<file path="config.mk">
export PLATFORM = sky130hd
export DESIGN_NAME = one_pole_q31_smoother_unit
export DESIGN_NICKNAME = d
export VERILOG_FILES = /design/src/rtl/opqs_pkg.sv /design/src/rtl/one_pole_q31_smoother_unit.sv /design/src/rtl/opqs_cfg.sv /design/src/rtl/opqs_in_stage.sv /design/src/rtl/opqs_core.sv
export SDC_FILE = /design/constraint.sdc
export NUM_CORES = 2
export LEC_CHECK = 0
export ABC_AREA = 1
export BUFFER_PORTS_ARGS = -buffer_cell sky130_fd_sc_hd__buf_2
export CAP_MARGIN = 20
export CORE_MARGIN = 4
export CORE_UTILIZATION = 55
export CTS_CLUSTER_DIAMETER = 120
export DETAILED_ROUTE_END_ITERATION = 10
export PLACE_DENSITY = 0.82
export SYNTH_ARGS = -nofsm -noshare
export SYNTH_HDL_FRONTEND = slang
export SYNTH_SLANG_ARGS = --single-unit
</file>
<file path="constraint.sdc">
create_clock -name clk -period 58.7 [get_ports clk]
set_clock_uncertainty 0.15 [all_clocks]
set_input_delay 8.805 -clock clk [delete_from_list [all_inputs] [get_ports clk]]
set_output_delay 8.805 -clock clk [all_outputs]
set_load 0.01 [all_outputs]
</file>
<file path="src/rtl/opqs_pkg.sv">
package opqs_pkg;

	// Q31 limits
	localparam logic signed [31:0] Q31_MAX = 32'sh7FFF_FFFF;
	localparam logic signed [31:0] Q31_MIN = 32'sh8000_0000;

	// configuration register indexes
	localparam int unsigned CFG_IDX_W = 2;
	localparam logic [CFG_IDX_W-1:0] CFG_COEFF = 2'd0;
	localparam logic [CFG_IDX_W-1:0] CFG_NORM  = 2'd1;
	localparam logic [CFG_IDX_W-1:0] CFG_THR   = 2'd2;

	// reset value of the snap threshold
	localparam logic [30:0] SNAP_THR_RESET = 31'h0000_4000;

	// request kinds
	typedef enum logic [1:0] {
		REQ_STEP   = 2'd0,
		REQ_TARGET = 2'd1,
		REQ_LOAD   = 2'd2,
		REQ_SYNC   = 2'd3
	} req_e;

	typedef struct packed {
		logic signed [31:0] coeff;
		logic               norm;
		logic [30:0]        thr;
	} cfg_t;

	typedef struct packed {
		req_e               req_type;
		logic signed [31:0] value;
	} req_t;

	typedef struct packed {
		logic signed [31:0] filtered;
		logic               settled;
	} result_t;

endpackage

</file>
<file path="src/rtl/one_pole_q31_smoother_unit.sv">
// Channel  Dir  Fields (low bit up)                  Handshake
// s_axis   in   tuser: req_type[1:0]; tdata: value    tvalid/tready
// m_axis   out  tdata: filtered; tuser: settled       tvalid/tready
// cfg      in   cfg_index selects, cfg_wdata data      cfg_we, no wait
//
// One word per cycle while the result is not stalled; the result is registered.
// The target/output feedback runs through one pass of the core (subtract,
// normalize, 32x32 multiply, add) between the input and result registers.
// arst_n clears both levels and the valid flags, and sets the config registers
// to their reset values.
// A stalled result holds; s_axis_tready drops once the input register is
// also full, and a new word enters as soon as the result is taken.
module one_pole_q31_smoother_unit (
	input  logic                         clk,
	input  logic                         arst_n,
	input  logic                         s_axis_tvalid,
	output logic                         s_axis_tready,
	input  logic [31:0]                  s_axis_tdata,  // value
	input  logic [1:0]                   s_axis_tuser,  // req_type
	output logic                         m_axis_tvalid,
	input  logic                         m_axis_tready,
	output logic [31:0]                  m_axis_tdata,  // filtered
	output logic                         m_axis_tuser,  // settled
	input  logic                         cfg_we,
	input  logic [opqs_pkg::CFG_IDX_W-1:0] cfg_index,
	input  logic [31:0]                  cfg_wdata
);

	opqs_pkg::cfg_t    cfg;
	opqs_pkg::req_t    in_req;
	opqs_pkg::req_t    req_s1;
	opqs_pkg::result_t res;
	opqs_pkg::result_t res_q;
	logic              valid_s1;
	logic              out_valid_q;
	logic              adv;

	assign in_req.req_type = opqs_pkg::req_e'(s_axis_tuser);
	assign in_req.value    = $signed(s_axis_tdata);

	// held word moves into the result register when that is free
	assign adv = valid_s1 && (!out_valid_q || m_axis_tready);

	opqs_cfg u_cfg (
		.clk       (clk),
		.arst_n    (arst_n),
		.cfg_we    (cfg_we),
		.cfg_index (cfg_index),
		.cfg_wdata (cfg_wdata),
		.cfg       (cfg)
	);

	opqs_in_stage u_in (
		.clk      (clk),
		.arst_n   (arst_n),
		.in_valid (s_axis_tvalid),
		.in_ready (s_axis_tready),
		.in_req   (in_req),
		.adv      (adv),
		.valid_s1 (valid_s1),
		.req_s1   (req_s1)
	);

	opqs_core u_core (
		.clk    (clk),
		.arst_n (arst_n),
		.go     (adv),
		.req    (req_s1),
		.cfg    (cfg),
		.res    (res)
	);

	// result register
	always_ff @(posedge clk or negedge arst_n) begin
		if (!arst_n) begin
			out_valid_q <= 1'b0;
		end else if (adv) begin
			out_valid_q <= 1'b1;
		end else if (m_axis_tready) begin
			out_valid_q <= 1'b0;
		end
	end

	always_ff @(posedge clk) begin
		if (adv) begin
			res_q <= res;
		end
	end

	assign m_axis_tvalid = out_valid_q;
	assign m_axis_tdata  = res_q.filtered;
	assign m_axis_tuser  = res_q.settled;

`ifndef ASSERT_OFF
	// a load item shows its value as the next result
	a_load_value: assert property (@(posedge clk) disable iff (!arst_n)
		(adv && req_s1.req_type == opqs_pkg::REQ_LOAD)
		|=> (m_axis_tdata == $past(req_s1.value)))
		else $error("loaded value not returned");

	// settled is reported only for sync items
	a_settled_sync: assert property (@(posedge clk) disable iff (!arst_n)
		(adv && req_s1.req_type != opqs_pkg::REQ_SYNC) |=> !m_axis_tuser)
		else $error("settled set outside sync");

	// a held input word is never lost while the result side stalls
	a_hold_s1: assert property (@(posedge clk) disable iff (!arst_n)
		(valid_s1 && !adv) |=> (valid_s1 && $stable(req_s1)))
		else $error("input word dropped");

	// no new word taken when both registers are full and stalled
	a_full_block: assert property (@(posedge clk) disable iff (!arst_n)
		(valid_s1 && out_valid_q && !m_axis_tready) |-> !s_axis_tready)
		else $error("word accepted while full");
`endif

endmodule

</file>
<file path="src/rtl/opqs_cfg.sv">
module opqs_cfg (
	input  logic                         clk,
	input  logic                         arst_n,
	input  logic                         cfg_we,
	input  logic [opqs_pkg::CFG_IDX_W-1:0] cfg_index,
	input  logic [31:0]                  cfg_wdata,
	output opqs_pkg::cfg_t               cfg
);

	opqs_pkg::cfg_t cfg_q;

	// register file, unknown indexes are dropped
	always_ff @(posedge clk or negedge arst_n) begin
		if (!arst_n) begin
			cfg_q.coeff <= '0;
			cfg_q.norm  <= 1'b0;
			cfg_q.thr   <= opqs_pkg::SNAP_THR_RESET;
		end else if (cfg_we) begin
			case (cfg_index)
				opqs_pkg::CFG_COEFF: cfg_q.coeff <= $signed(cfg_wdata);
				opqs_pkg::CFG_NORM:  cfg_q.norm  <= cfg_wdata[0];
				opqs_pkg::CFG_THR:   cfg_q.thr   <= cfg_wdata[30:0];
				default: ;
			endcase
		end
	end

	assign cfg = cfg_q;

endmodule

</file>
<file path="src/rtl/opqs_in_stage.sv">
module opqs_in_stage (
	input  logic                clk,
	input  logic                arst_n,
	input  logic                in_valid,
	output logic                in_ready,
	input  opqs_pkg::req_t      in_req,
	input  logic                adv,
	output logic                valid_s1,
	output opqs_pkg::req_t      req_s1
);

	logic           vld_s1;
	opqs_pkg::req_t data_s1;

	// takes a word when empty or when the held one moves on this cycle
	assign in_ready = !vld_s1 || adv;

	always_ff @(posedge clk or negedge arst_n) begin
		if (!arst_n) begin
			vld_s1 <= 1'b0;
		end else if (in_ready) begin
			vld_s1 <= in_valid;
		end
	end

	// payload, no reset
	always_ff @(posedge clk) begin
		if (in_ready && in_valid) begin
			data_s1 <= in_req;
		end
	end

	assign valid_s1 = vld_s1;
	assign req_s1   = data_s1;

endmodule

</file>
<file path="src/rtl/opqs_core.sv">
module opqs_core (
	input  logic                clk,
	input  logic                arst_n,
	input  logic                go,
	input  opqs_pkg::req_t      req,
	input  opqs_pkg::cfg_t      cfg,
	output opqs_pkg::result_t   res
);

	logic signed [31:0] target_q;
	logic signed [31:0] output_q;

	logic signed [32:0] diff_w;
	logic signed [31:0] diff;
	logic [31:0]        mag;
	logic [4:0]         rsb;
	logic [4:0]         shamt;
	logic signed [31:0] scaled;
	logic signed [63:0] prod;
	logic signed [31:0] mul_q31;
	logic signed [31:0] delta;
	logic signed [32:0] sum_w;
	logic signed [31:0] step_out;
	logic signed [32:0] sdiff_w;
	logic signed [31:0] sdiff;
	logic signed [31:0] sneg;
	logic [30:0]        sabs;
	logic               equal;
	logic               near;
	logic signed [31:0] target_nx;
	logic signed [31:0] output_nx;
	logic               settled_nx;

	function automatic logic signed [31:0] sat33(input logic signed [32:0] v);
		logic signed [31:0] r;
		if (v[32] != v[31]) begin
			r = v[32] ? opqs_pkg::Q31_MIN : opqs_pkg::Q31_MAX;
		end else begin
			r = v[31:0];
		end
		return r;
	endfunction

	// leading zeros of a 32-bit word with a forced low one, five halving steps
	function automatic logic [4:0] clz32(input logic [31:0] x);
		logic [31:0] t;
		logic [4:0]  n;
		t = x;
		n = '0;
		if (t[31:16] == '0) begin n[4] = 1'b1; t = t << 16; end
		if (t[31:24] == '0) begin n[3] = 1'b1; t = t << 8;  end
		if (t[31:28] == '0) begin n[2] = 1'b1; t = t << 4;  end
		if (t[31:30] == '0) begin n[1] = 1'b1; t = t << 2;  end
		if (t[31] == 1'b0)  begin n[0] = 1'b1; end
		return n;
	endfunction

	// step: output - target, optionally normalized, times coeff, plus target
	always_comb begin
		diff_w = {output_q[31], output_q} - {target_q[31], target_q};
		diff   = sat33(diff_w);
		mag    = diff[31] ? ~diff : diff;
		rsb    = clz32({mag[30:0], 1'b1});
		shamt  = cfg.norm ? rsb : 5'd0;
		// shifting by the redundant sign count never overflows
		scaled = diff <<< shamt;
		prod   = cfg.coeff * scaled;
		// only -1 * -1 leaves range, and that saturates high
		mul_q31  = (prod[63] != prod[62]) ? opqs_pkg::Q31_MAX : prod[62:31];
		delta    = mul_q31 >>> shamt;
		sum_w    = {target_q[31], target_q} + {delta[31], delta};
		step_out = sat33(sum_w);
	end

	// sync test: saturating |target - output| against the threshold
	always_comb begin
		sdiff_w = {target_q[31], target_q} - {output_q[31], output_q};
		sdiff   = sat33(sdiff_w);
		sneg    = -sdiff;
		if (!sdiff[31]) begin
			sabs = sdiff[30:0];
		end else if (sdiff == opqs_pkg::Q31_MIN) begin
			sabs = opqs_pkg::Q31_MAX[30:0];
		end else begin
			sabs = sneg[30:0];
		end
		equal = (target_q == output_q);
		near  = (sabs < cfg.thr);
	end

	// next state by request kind
	always_comb begin
		target_nx  = target_q;
		output_nx  = output_q;
		settled_nx = 1'b0;
		case (req.req_type)
			opqs_pkg::REQ_STEP:   output_nx = step_out;
			opqs_pkg::REQ_TARGET: target_nx = req.value;
			opqs_pkg::REQ_LOAD:   output_nx = req.value;
			opqs_pkg::REQ_SYNC: begin
				if (equal) begin
					settled_nx = 1'b1;
				end else if (near) begin
					output_nx = target_q;
				end
			end
			default: ;
		endcase
	end

	always_ff @(posedge clk or negedge arst_n) begin
		if (!arst_n) begin
			target_q <= '0;
			output_q <= '0;
		end else if (go) begin
			target_q <= target_nx;
			output_q <= output_nx;
		end
	end

	assign res.filtered = output_nx;
	assign res.settled  = settled_nx;

endmodule

</file>
==> reports/qor.txt <==
input/output buffers -> 107
R2R Path Start -> u_core.output_q[0]
Clock Latency Late Sink -> 0.51 ns
period utilization -> 41.8%
Total Nets Final -> 8665
Crit path top cell by count -> nand2_1
Starting Density -> 55.8%
Critical Path AT -> 24.75 ns
cts hold-fix bufs -> 0
first-pass GRT wire length -> 297 mm
share of post-route cells with drive strength above 1 -> 4.62%
hold depth -> 2
Worst Hold End -> u_cfg.cfg[40]
Tmin final -> 24.55 ns
Die H -> 325 um
FILL cells -> 8938
synth cell count leaders -> 1638 x nand2_1, 1491 x inv_1, 1084 x fa_1, 762 x nor2_1, 367 x o21ai_0
Crit path required time -> 58.89 ns
P&R area growth vs syn -> 4.17%
standard-cell rows -> 115
most common cell in the synthesized netlist -> nand2_1
Remaining DRCs -> 0
Syn Nets -> 8768
Cell variety after synth -> 62
Seq/Total Area, Yosys -> 9.54%
largest cells by area after synthesis -> fa_1 39%, nand2_1 11%, inv_1 10%
Final setup viols -> 0
initial antenna violation count -> 8
Post-Synthesis Cells -> 7301
Synth area leader -> fa_1
Post-Syn Area -> 55200 um2
grt ovf -> 0
DR vias/cell -> 5.84
drt total wl -> 191 mm
area of the multi-input gates -> 43000 um2
max_slew headroom -> 17.8%
clk slew on worst S/H paths -> 0.08 ns
Setup crit start kind -> register
Total Routing Usage GR -> 36.6%
fin util -> 58.1%
GPL Wtd Cong -> 1.09
Hold Startpoint -> u_cfg.cfg[40]
total clock sinks -> 197
Final Hold Fails -> 0
crit-path max cell delay -> 0.92 ns
Critical path origin -> u_core.output_q[0]
CTS tree -> built
vias in the first global route -> 51300
FFs w/ async S/R, synth -> 66.0%
Seq cells post-synth -> 197
RSZ-0062 raised after global routing -> no
drt wl/cell -> 22.5 um
Max Root-Sink Buffers -> 2
main flop type after synthesis -> dfrtp_1
crit path max-delay cell type -> fa_1
DRT Pass-1 Iters -> 8
CP Capture Type -> register
measured slew at the worst slew-check pin -> 1.23 ns
Final HPWL DP -> 155 mm
register area -> 5270 um2
Antenna Nets Post-Route -> 0
core area -> 99000 um2
Achievable Freq -> 40.7 MHz
RR Endpoint -> u_core.output_q[9]
final hold slack -> 0.345 ns
chip width -> 325 um
EDFF count, synth -> 67
area of the die -> 106000 um2
post-synth top area share -> 39.3%
Clock Tree Root -> clkbuf_16
TritonCTS buffer count -> 17
crit path kind -> reg2reg
PostCTS Resize Cnt -> 0
R2R depth -> 111
status -> completed
DR vias -> 49700
Final Max Slew Viols -> 0
post-route setup TNS -> 0 ns
Max H-tree Level -> 4
starting DRC count in detailed routing -> 5185
largest net degree at the start of global routing -> 82
setup slack, reg-to-reg -> 34.15 ns
Yosys warning count -> 0
Ports -> 108
maxcap violations -> 0
Hold Path Class -> reg2reg
Post-CTS Setup Bufs -> 0
Avg Synthesized Cell Area -> 7.56 um2
critical path peak fanout -> 81
[stage by stage]
step                area (um2)  std cells  setup slack [ns]
floorplan                55200       7301             40.35
global placement         56800       8461             34.67
detailed placement       56800       8464             34.55
CTS                      57500       8496             34.47
global route             57500       8500             32.21
finish                   57500       8504             34.15
[area by class of cell]
cell class | count | share of cell area (%)
Clock inverter | 15 | 0.348
Antenna cell | 6 | 0.0261
Inverter | 1523 | 9.94
Timing Repair Buffer | 195 | 2.25
Multi-Input combinational cell | 5264 | 74.7
Tap cell | 1287 | 2.80
Sequential cell | 197 | 9.15
Clock buffer | 17 | 0.740
[critical path, delay by kind of cell (launching register included)]
family                     cells  cell delay [ns]
and+or+nand+nor               52             8.03
AOI/OAI and AO/OA             25             4.96
buffers and inverters         18             3.28
DFF                            1             0.41
xor gates and xnor gates       1             0.11
adders and majority gates     15             7.36
[metal layers]
metal	vias up	global-route usage [%]	part of all wire (%)	wire (um)
met5	-	0	0	0
met3	805	9.02	10	19100
met1	24200	44.4	36	69200
met4	0	24.6	8.4	16100
met2	2868	58.1	45	86900
li1	21800	-	-	-
[cells in the final DEF (no fill, tap or decap), drive strengths merged, types with 26 or more instances in the layout]
| cell | synthesis | routed |
|---|---|---|
| a21oi | 356 | 356 |
| nor2 | 779 | 779 |
| inv | 1506 | 1512 |
| nand4 | 58 | 58 |
| ha | 310 | 310 |
| buf | 96 | 195 |
| edfxtp | 67 | 67 |
| xnor2 | 29 | 29 |
| xor2 | 72 | 72 |
| nand3 | 333 | 333 |
| nand2 | 1664 | 1664 |
| nor3 | 34 | 34 |
| dfrtp | 129 | 129 |
| fa | 1084 | 1084 |
| clkinv | 17 | 26 |
| o21ai | 389 | 389 |
[state kept, by name, summed over array words and instances (netlist names)]
register,flops
m_axis_tvalid,1
m_axis_tuser,1
u_in.valid_s1,1
u_in.req_s1,34
m_axis_tdata,32
u_cfg.cfg,64
u_core.output_q,32
u_core.target_q,32
[logic make-up after synthesis]
group	after synthesis	share of synthesized area, %
and+or+nand+nor	2911	21.5
buffers and inverters	1840	12.7
adders and majority gates	1394	46.3
AOI/OAI and AO/OA	852	8.22
DFF	197	9.54
xor gates and xnor gates	101	1.60
muxes	6	0.109
[how the worst max path moves through the flow]
stage,end,slack (ns)
5_1_grt,u_core.output_q[17],32.21
3_5_place_dp,u_core.output_q[12],34.55
6_report,u_core.output_q[9],34.15
4_1_cts,u_core.output_q[9],34.47
2_1_floorplan,u_core.output_q[29],40.35
3_3_place_gp,u_core.output_q[0],34.67
Power is left out: the tool's default activity adds up to more than one toggle a clock period on the data nets, which glitch-free logic cannot reach.
